### src/hw/rtl/q2e_pkg.sv
// shared types, constants and functions of the quaternion to euler block
`default_nettype none
package q2e_pkg;

  localparam int FRAC_BITS    = 15;
  localparam int CORDIC_STEPS = 16;
  localparam int COMP_W       = 16;
  localparam int ANGLE_W      = 16;
  localparam int PROD_W       = 2 * COMP_W;
  localparam int SUM_W        = PROD_W + 3;
  localparam int TERM_SHIFT   = 2 * (COMP_W - 1) - FRAC_BITS;
  localparam int TERM_W       = FRAC_BITS + 5;
  localparam int FIFO_DEPTH   = 4;
  localparam int PTR_W        = $clog2(FIFO_DEPTH);

  typedef struct packed {
    logic signed [TERM_W-1:0] t23;
    logic signed [TERM_W-1:0] t22;
    logic signed [TERM_W-1:0] t31;
    logic signed [TERM_W-1:0] t11;
    logic signed [TERM_W-1:0] t21;
  } term_t;

  function automatic logic [31:0] atan_lut(input int idx);
    logic [31:0] v;
    case (idx)
      0:  v = 32'h20000000;
      1:  v = 32'h12E4051D;
      2:  v = 32'h09FB385B;
      3:  v = 32'h051111D4;
      4:  v = 32'h028B0D43;
      5:  v = 32'h0145D7E1;
      6:  v = 32'h00A2F61E;
      7:  v = 32'h00517C55;
      8:  v = 32'h0028BE53;
      9:  v = 32'h00145F2E;
      10: v = 32'h000A2F98;
      11: v = 32'h000517CC;
      12: v = 32'h00028BE6;
      13: v = 32'h000145F3;
      14: v = 32'h0000A2F9;
      15: v = 32'h0000517C;
      16: v = 32'h000028BE;
      17: v = 32'h0000145F;
      18: v = 32'h00000A2F;
      19: v = 32'h00000517;
      20: v = 32'h0000028B;
      21: v = 32'h00000145;
      22: v = 32'h000000A2;
      23: v = 32'h00000051;
      24: v = 32'h00000028;
      25: v = 32'h00000014;
      26: v = 32'h0000000A;
      27: v = 32'h00000005;
      28: v = 32'h00000002;
      29: v = 32'h00000001;
      default: v = 32'h00000000;
    endcase
    return v;
  endfunction

endpackage
`default_nettype wire

### src/hw/rtl/q2e_fifo.sv
// short queue of terms between front and back
`default_nettype none
module q2e_fifo (
  input  wire logic           clk_i,
  input  wire logic           rst_ni,
  input  wire logic           wr_valid_i,
  output logic                wr_ready_o,
  input  wire q2e_pkg::term_t wr_data_i,
  output logic                rd_valid_o,
  input  wire logic           rd_ready_i,
  output q2e_pkg::term_t      rd_data_o
);
  import q2e_pkg::*;

  term_t          mem_q [FIFO_DEPTH];
  logic [PTR_W-1:0] wp_q, wp_d, rp_q, rp_d;
  logic [PTR_W:0]   cnt_q, cnt_d;
  logic             wr, rd;

  assign wr_ready_o = cnt_q != (PTR_W+1)'(FIFO_DEPTH);
  assign rd_valid_o = cnt_q != '0;
  assign rd_data_o = mem_q[rp_q];
  assign wr = wr_valid_i && wr_ready_o;
  assign rd = rd_valid_o && rd_ready_i;

  always_comb begin
    wp_d = wr ? wp_q + 1'b1 : wp_q;
    rp_d = rd ? rp_q + 1'b1 : rp_q;
    cnt_d = cnt_q + (PTR_W+1)'(wr) - (PTR_W+1)'(rd);
  end

  always_ff @(posedge clk_i or negedge rst_ni) begin
    if (!rst_ni) begin
      wp_q <= '0;
      rp_q <= '0;
      cnt_q <= '0;
    end else begin
      wp_q <= wp_d;
      rp_q <= rp_d;
      cnt_q <= cnt_d;
    end
  end

  always_ff @(posedge clk_i) begin
    if (wr) begin
      mem_q[wp_q] <= wr_data_i;
    end
  end

endmodule
`default_nettype wire

### config.mk
export PLATFORM = sky130hd
export DESIGN_NAME = q2e_fifo
export DESIGN_NICKNAME = d
export VERILOG_FILES = /design/src/hw/rtl/q2e_pkg.sv /design/src/hw/rtl/q2e_fifo.sv
export SDC_FILE = /design/constraint.sdc
export NUM_CORES = 1
export LEC_CHECK = 0
export BUFFER_PORTS_ARGS = -buffer_cell sky130_fd_sc_hd__clkbuf_2
export CELL_PAD_IN_SITES_DETAIL_PLACEMENT = 1
export CELL_PAD_IN_SITES_GLOBAL_PLACEMENT = 1
export CORE_UTILIZATION = 40
export DETAILED_ROUTE_END_ITERATION = 8
export PLACE_DENSITY = 0.71
export SLEW_MARGIN = 20
export SYNTH_ARGS = -nofsm -noshare
export SYNTH_HDL_FRONTEND = slang
export SYNTH_SLANG_ARGS = --single-unit
### constraint.sdc
create_clock -name clk_i -period 3.4 [get_ports clk_i]
set_input_delay 0.17 -clock clk_i [delete_from_list [all_inputs] [get_ports clk_i]]
set_output_delay 0.17 -clock clk_i [all_outputs]
set_load 0.02 [all_outputs]
* Yosys cells after proc, flatten, opt, wreduce, memory -nomap -nowiden
Memory sizes are Yosys's and may differ from the RTL's.
Cells that the tools add are included.
Widths: inputs -> output; s select.
** Operators by class
- $add $sub $neg :: 4
- Equality and inequality tests :: 1
- Muxes and demuxes :: 2
- Reductions and logical operators :: 3
** Operators by type and width (number)
- $add 2x1->2 const B :: 2
- $add 3x1->3 :: 1
- $ne 3x3->1 const B :: 1
- $reduce_bool 3->1 :: 1
- $sub 3x1->3 :: 1
- $logic_and 1x1->1 :: 2
- $mux 1 :: 2
** Storage, ports and cells
- Register bits :: 7
- RAM bits :: 400
- Input bits :: 104
- Memories kept :: 1
** Memory list
- mem_q :: words 4, bits a word 100, rd ports 1, clocked after memory_dff 0, write ports 1, line q2e_fifo.sv:15 : term_t mem_q [FIFO_DEPTH];

* Longest topological paths before layout
Gate-level depths: netlist of the first run.
- Word-level depth :: 4
- Gate-level depth with buffers :: 9
- Mapped depth without buffers :: 9

* Least setup slack after synthesis of the first run
Ideal clock, no wire load.
- Path kind :: flip-flop to flip-flop
- From :: register cnt_q[2]
- To :: memory mem_q[0][0] in the netlist's numbering, enable pin
- Library setup time :: 471 ps
- Arrival :: 3050 ps
- Required time :: 2929 ps
- Slack :: -121 ps
- Stages on the path, launching flop included :: 3
- Buffers on the path :: 0
- Clock period less this slack :: 3521 ps
- Cell sequence :: dfrtp_1 nor3b_1 and3b_1
** On the way
- Word-level cells in the longest chain between the ends :: 4
** RTL lines
- start, declared :: line q2e_fifo.sv:17 : logic [PTR_W:0] cnt_q, cnt_d;
- start signal, assigned :: line q2e_fifo.sv:40 : cnt_q <= cnt_d;
- $ne 3x3->1 :: line q2e_fifo.sv:20 : assign wr_ready_o = cnt_q != (PTR_W+1)'(FIFO_DEPTH);
- $logic_and 1x1->1 :: line q2e_fifo.sv:23 : assign wr = wr_valid_i && wr_ready_o;
- $mux 1 :: line q2e_fifo.sv:45 : if (wr) begin
- $mux 1 (implied by the code) :: line q2e_fifo.sv:46 : mem_q[wp_q] <= wr_data_i;
- end, declared :: line q2e_fifo.sv:15
No other way between the ends.

* Worst setup path after layout of the first run
- From :: register cnt_q[1]
- To :: register cnt_q[2]
** On the way
- Word-level cells in the longest chain between the ends :: 4
- Elaborated cells on any way between the ends :: 6
** RTL lines
- $ne 3x3->1 :: line q2e_fifo.sv:20
- $logic_and 1x1->1 :: line q2e_fifo.sv:23
- $add 3x1->3 :: line q2e_fifo.sv:29 : cnt_d = cnt_q + (PTR_W+1)'(wr) - (PTR_W+1)'(rd);
- $sub 3x1->3 * :: line q2e_fifo.sv:29
- net cnt_d[2] :: line q2e_fifo.sv:17
Mark *: on every way through the listed nets, which the timed path passes. The rest lies on a longest branch.
A chain may end at the register's enable or synchronous reset.

==> results by group, run 1 <==
Final layout
  – Area added between synthesis and finish: 26.9%
  – Diodes inserted: 0
  – Fraction of layout instances using a drive strength above 1: about two fifths
  – Final-stage net count: 1,018
  – Fill cell total of the finished layout: 3,262

Critical path
  – Capturing element type of the critical path: flip-flop
  – Biggest fanout along the worst timing path: 8
  – Required time reported for the critical path endpoint: 3.84 ns
  – Category of the worst setup path launch point: flip-flop
  – WS Path Type: flip-flop to flip-flop
  – Signal arrival time at the worst endpoint: 3.03 ns

Power and ir drop
  – Fraction of power spent switching nets: 32.2%
  – Total leakage power: 0.00652 uW
  – Relative contribution of sequential cells to total power: 42.1%
  – Switching component of the power: approximately 5300 uW
  – Post-layout power: ~17,000 uW
  – Int Pwr: 11,200 uW
  – Highest ir drop seen on vdd: around 0.00068 V
  – Fraction of power consumed by the clock network: 25.8%
  – Power density relative to cell area: 873 nW/um2
  – Proportion of power drawn by combinational gates: 32.1%

Clock tree
  – Resized cells post-CTS: 0
  – Clock Path Buffers: 3
  – Clock buffer count from CTS: 43
  – Num Clock Sinks: 407
  – H-tree Lvls: 2
  – Clock tree from TritonCTS: built
  – Buffer type at the clock tree root: clkbuf_16
  – Clock transition time at the flip-flop clock pins of the worst setup and hold paths: 0.06 ns
  – Clk_lat worst skew: 0.55 ns
  – Buffers inserted during post-CTS setup optimization: 0

Route
  – Final wirelength: ~32,000 um
  – DR DRC count: 0
  – Antenna Violating Nets Remaining: 0
  – WL per Instance: 22.5 um
  – Via-to-Cell Ratio: 5.03
  – Total number of vias: approximately 7,000
  – Number of search-and-repair iterations in the first detailed-routing pass: 4
  – Starting DRT DRC Count: 298

Hold path
  – Path category of the worst min-delay check: input port to flip-flop

Global route
  – Total global routing overflow: 0
  – Number of antenna violations at the first check in global routing: 1
  – Total GRT Usage: 17.2%
  – Wire length of the first global-routing pass: ~48,000 um
  – Pin count of the biggest net entering global routing: 58
  – Via count of the first global-routing pass: 7,980

Timing
  – Fin. max-slew vios: 0
  – Post-route clock skew: approximately 0.013 ns
  – RSZ-0062 raised after global routing: false
  – Worst-Margin Slew: 0.736 ns
  – Highest achievable clock rate: 385 MHz
  – Hold slack final: roughly 0.37 ns
  – Total setup violations reported at the end of the flow: 0
  – Period utilisation layout: 76.3%
  – Min Clock Period, post-route: approximately 2.6 ns
  – Final-report hold violation count: 0
  – Relative slew margins: between 50% and 60%
  – Worst Slack Setup Final: 0.806 ns
  – Post-Route Setup TNS: 0 ns

Yosys
  – Register bit total from synthesis: 407
  – Fraction of the yosys area taken by sequential cells: 81.8%
  – Yosys synthesis warning count: 0
  – Number of library cell types mapped by synthesis: 21
  – Number of instances in the synthesized netlist: roughly 560
  – Fraction of synthesized cell area taken by the top area cell type: approximately four fifths
  – Netlist Area Pre-Place: between 10,000 and 15,000 um2
  – Main area contributors after synthesis: edfxtp_1 81%, mux4_2 15%, dfrtp_1 1.2%, buf_6 0.68%, ha_1 0.50%
  – Syn avg cell area: 26.5 um2
  – Cell type contributing the most total cell area after synthesis: edfxtp_1
  – Mapped Nets: roughly 670

Floorplan
  – Die extent in y: 195 um
  – Die ar.: 38,000 um2
  – Number of top-level pins: 206
  – Die width: 195 um
  – Area of the core: 36,600 um2
  – Std cell rows: 70
  – Starting Density: between 40% and 50%

Placed design
  – Placer's final routability congestion estimate: 0.712
  – Worst slack at placement: a little under 0.8 ns
  – IO Port Bufs: roughly 210
  – Final HPWL DP: 19,000 um

Run
  – Maximum capacitance violations: 0

Run status
  – Outcome: completed
worst max-delay path, cell delays in order (launching register included):
cell and delay [ns]:
dfrtp_1 0.47, nor3b_1 0.66, nand2b_1 0.19, ha_1 0.22
inv_1 0.06, ha_1 0.14, inv_1 0.05, fa_1 0.40
xnor2_1 0.14, xnor2_1 0.13
power groups by stage:
stage                     logic, uW  registers (uW)  clock network (uW)
after floorplan                3650            6900                   0
after global routing           5690            7040                4540
final                          5300            6950                4250
after detailed placement       5330            7060                   0
after global placement         5320            6990                   0
after CTS                      5450            6970                4370
logic make-up after synthesis:
family,Yosys count,synth area share (%)
compound gates,4,0.218
xor+xnor,4,0.235
fa+ha+maj,7,0.638
buf+inv,28,1.29
flops,407,81.8
mux,100,15.1
simple gates,13,0.672
cell usage after synthesis:
master / count
nand2_1: 1
inv_1: 6
o31a_1: 1
edfxtp_1: 400
o311ai_0: 1
or4bb_1: 2
ha_1: 6
fa_1: 1
nand2b_1: 4
buf_4: 2
mux4_2: 100
o211ai_1: 2
buf_2: 10
dfrtp_1: 7
buf_6: 9
xnor2_1: 3
clkbuf_1: 1
xor2_1: 1
or3_1: 1
nor3b_1: 1
and3b_1: 4
per-layer routing:
metal  vias up  GRT usage (%)  part of all wire (%)
li1       3128              -                     -
met3        40           4.01                   5.4
met1      3709           21.9                    42
met5         -              0                 0.041
met2       197           29.3                    51
met4         2           5.42                   1.7
sequential cells by signal, summed over array words and instances, names as in the netlist:
register,cells
mem_q,400
cnt_q,3
rp_q,2
wp_q,2
what timing repair did:
item | in CTS | in global routing
hold endpoints to repair | 411 | 0
endpoints found under the setup margin | 0 | 0
hold buffers | 104 | 0
cell type report:
| class | count | area [um2] | area share [%] |
|---|---|---|---|
| inverters | 6 | 22.5 | 0.119 |
| flip-flops and latches | 407 | 12200 | 64.5 |
| multi-input cells | 128 | 2530 | 13.4 |
| clock buffers | 56 | 1170 | 6.17 |
| repair buffers | 321 | 2290 | 12.1 |
| clock inverters | 20 | 114 | 0.602 |
| well taps | 468 | 586 | 3.10 |
final timing paths:
kind                               start            to  slack, ns  depth (start not counted)
max in group asynchronous         rst_ni       rp_q[0]       2.53                          3
max                             cnt_q[1]      cnt_q[2]       0.81                          9
min reg2reg                      wp_q[1]       wp_q[1]       0.61                          2
min                        wr_data_i[31]  mem_q[1][31]       0.37                          2
min in group asynchronous         rst_ni       wp_q[1]       0.60                          3
max reg2reg                     cnt_q[1]      cnt_q[2]       0.81                          9
metrics by stage:
step	utilization (%)	instance area (um2)	std cells
after floorplan	-	14900	563
after global placement	45.3	16600	1226
after detailed placement	45.3	16600	1226
after CTS	51.6	18900	1406
after global routing	51.6	18900	1406
final	51.6	18900	1406
layout by cell type (no fill, tap or decap), types with 2 or more instances in the layout:
cell           count
edfxtp_1         400
clkinvlp_4         2
buf_12            11
dlygate4sd3_1    104
clkinv_2           7
clkbuf_2         205
o211ai_1           2
dfrtp_4            2
ha_1               6
nand2b_1           4
clkinv_1           8
inv_6              2
or4bb_1            2
xnor2_1            3
clkbuf_1          10
inv_1              6
dfrtp_1            5
clkbuf_16         44
mux4_2           100
clkbuf_8           2
and3b_4            4
No activity file was read; power rests on OpenSTA's default activity.
==> run 2: changes to the inputs <==
Clock period 3.4 ns to 2.2 ns, I/O delays scaled along.
==> run 2 against run 1 <==
Clock skew grew 0.0051 ns. Combinational power grew 84%. Sequential cell count is the same. First-iteration DRC count grew 22%. Sequential share of layout area shrank 1.8 points. Wire length grew 1.0%. Clock power grew 48%. Total power grew 62%. Sequential power grew 53%. Largest power group unchanged.
==> results by group, run 2 (synthesis gave the netlist of run 1 again) <==
Floorplan
  – Starting Density: 40.7% (unchanged)
  – Area of the core: 36,600 um2 (unchanged)
  – Number of top-level pins: 206 (unchanged)
  – Die ar.: 38,000 um2 (unchanged)
  – Std cell rows: 70 (unchanged)
  – Die width: 195 um (unchanged)
  – Die extent in y: 195 um (unchanged)

Final layout
  – Fill cell total of the finished layout: 3,237 (-0.77%)
  – Final-stage net count: 1,043 (+2.5%)
  – Footprint of the multi-input gates: 2550 um2 (+0.84%)
  – Leading registers by flop count: mem_q (400), cnt_q (3)
  – Fraction of layout instances using a drive strength above 1: 42.4% (+1.8 points)
  – Sequential cell area: 12,200 um2 (about the same)
  – Final instance area: 19,500 um2 (+2.9%)
  – Most frequent cells in the layout: 400 x edfxtp_1, 167 x clkbuf_2, 104 x dlygate4sd3_1
  – Most frequent standard cell in the layout excluding fill and tap cells: edfxtp_1
  – Register containing the most flip-flops in the final layout: mem_q
  – Area added between synthesis and finish: 30.7%
  – Flip-flop count of the largest register after layout: 400 (unchanged)

Timing
  – Worst-Margin Slew: 0.467 ns (-0.269 ns)
  – Fin. max-slew vios: 0 (unchanged)
  – Relative slew margins: 68.9% (+18 points)
  – Period utilisation layout: 98.3%
  – Hold slack final: 0.332 ns (-0.0391 ns)
  – Highest achievable clock rate: roughly 460 MHz
  – Total setup violations reported at the end of the flow: 0 (unchanged)
  – Post-route clock skew: 0.0180 ns (+0.00514 ns)
  – Post-Route Setup TNS: 0 ns (unchanged)
  – Final-report hold violation count: 0 (unchanged)
  – Min Clock Period, post-route: 2.16 ns
  – RSZ-0062 raised after global routing: true

Route
  – Number of search-and-repair iterations in the first detailed-routing pass: 4 (unchanged)
  – Via-to-Cell Ratio: 5.01 (-0.52%)
  – WL per Instance: 22.4 um (-0.39%)
  – Antenna Violating Nets Remaining: 0 (unchanged)
  – DR DRC count: 0 (unchanged)
  – Total number of vias: 7,139 (+0.89%)
  – Starting DRT DRC Count: 363 (+22%)
  – Final wirelength: 32,000 um (+1.0%)

Run
  – Maximum capacitance violations: 0 (unchanged)

Clock tree
  – Clock transition time at the flip-flop clock pins of the worst setup and hold paths: 0.06 ns (about the same)
  – Clk_lat worst skew: 0.54 ns (about the same)
  – Buffer type at the clock tree root: clkbuf_16
  – Num Clock Sinks: 407 (unchanged)
  – Clock Path Buffers: 3 (unchanged)
  – H-tree Lvls: 2 (unchanged)
  – Clock tree from TritonCTS: built
  – Clock buffer count from CTS: 42 (-2.3%)

Placed design
  – Final HPWL DP: 18,100 um (-4.5%)
  – Placer's final routability congestion estimate: 0.699 (-1.8%)
  – IO Port Bufs: 205 (unchanged)
  – Placed standard-cell area: 16,700 um2 (+0.69%)

Global route
  – Via count of the first global-routing pass: 7,849 (-1.6%)
  – Total global routing overflow: 0 (unchanged)
  – Wire length of the first global-routing pass: 46,700 um (-3.5%)
  – Number of antenna violations at the first check in global routing: 1 (unchanged)
  – Total GRT Usage: 16.4% (-0.85 points)
  – Pin count of the biggest net entering global routing: 69 (+19%)

Critical path
  – Worst Setup SP: rp_q[0]
  – Crit-path leading delay family: multiplexers
  – Standard cell with the maximum stage delay on the critical path: mux4_2
  – CP Cell Sequence: buf_12 -> buf_16 -> mux4_2 -> buf_6
  – Capturing element type of the critical path: output port
  – Category of the worst setup path launch point: flip-flop
  – Buffers and inverters on the worst path: 3 (+1)
  – Beginning of the worst register-to-register path: cnt_q[0]
  – Required time reported for the critical path endpoint: 2.09 ns (-1.75 ns)
  – Biggest fanout along the worst timing path: 7 (-1)
  – Signal arrival time at the worst endpoint: 2.05 ns (-0.98 ns)
  – Delay of the slowest cell on the worst path: 0.56 ns (-0.10 ns)
  – WS Path Type: flip-flop to output port

Power and ir drop
  – Highest ir drop seen on vdd: 0.000779 V (+14%)
  – Power density relative to cell area: 1370 nW/um2 (+57%)
  – Total leakage power: 0.00676 uW (+3.6%)

Run status
  – Outcome: completed

Hold path
  – Path category of the worst min-delay check: input port to flip-flop
  – Hold Crit Start: wr_data_i[3]
-- run 2: changes by cell type in the layout (fill, tap and decap cells not counted), moves of 3 or more --
cell,change
dfrtp_1,-3
clkbuf_2,-38
buf_6,+28
buf_16,+4
dfrtp_2,+3
buf_2,+9
clkbuf_16,+6
buf_4,+11
-- run 2: metal layers --
layer | GRT usage (%) | vias to the layer above | part of all wire [%]
li1 | - | 3170 | -
met1 | 21.3 | 3727 | 43
met3 | 3.35 | 48 | 4.9
met2 | 28.0 | 194 | 50
met5 | 0 | - | 0
met4 | 4.55 | 0 | 2.0
-- run 2: worst paths after layout --
kind / end / slack (ns) / cells after the start
min: mem_q[0][3] / 0.33 / 2
max: rd_data_o[92] / 0.04 / 4
min in group asynchronous: wp_q[0] / 0.57 / 3
max reg2reg: cnt_q[2] / 0.08 / 9
max in group asynchronous: rp_q[0] / 1.33 / 3
min reg2reg: cnt_q[0] / 0.63 / 1
-- run 2: area by class of cell --
class	count	area share [%]
clock inverters	14	0.354
flip-flops and latches	407	62.7
well taps	468	3.01
clock buffers	55	5.76
multi-input cells	128	13.1
repair buffers	347	15.0
inverters	6	0.116
diodes	1	0.0129
-- run 2: what timing repair did --
action | CTS | global route
hold buffers | 104 | 0
hold endpoints to repair | 411 | 0
gates cloned | 0 | 9
gates resized for setup | 7 | 104
setup buffers | 0 | 9
endpoints found under the setup margin | 38 | 76
pin swaps | 0 | 2
-- run 2: power breakdown --
part / internal [uW] / switching [uW] / total, uW / leakage (uW)
registers: 10200 / 400 / 10600 / 0.00374
logic: 4480 / 5270 / 9750 / 0.00244
clock network: 3560 / 2740 / 6300 / 0.000582
-- run 2: stage by stage --
stage                     std cells  util (%)  setup slack (ns)  total power, uW
final                          1426      53.2            0.0378            26700
after global routing           1426      53.2           -0.0345            27800
after CTS                      1407      51.8           -0.0723            25900
after detailed placement       1234      45.6            0.0590            19300
after global placement         1234      45.6             0.139            19100
after floorplan                 563         -            -0.180            16300
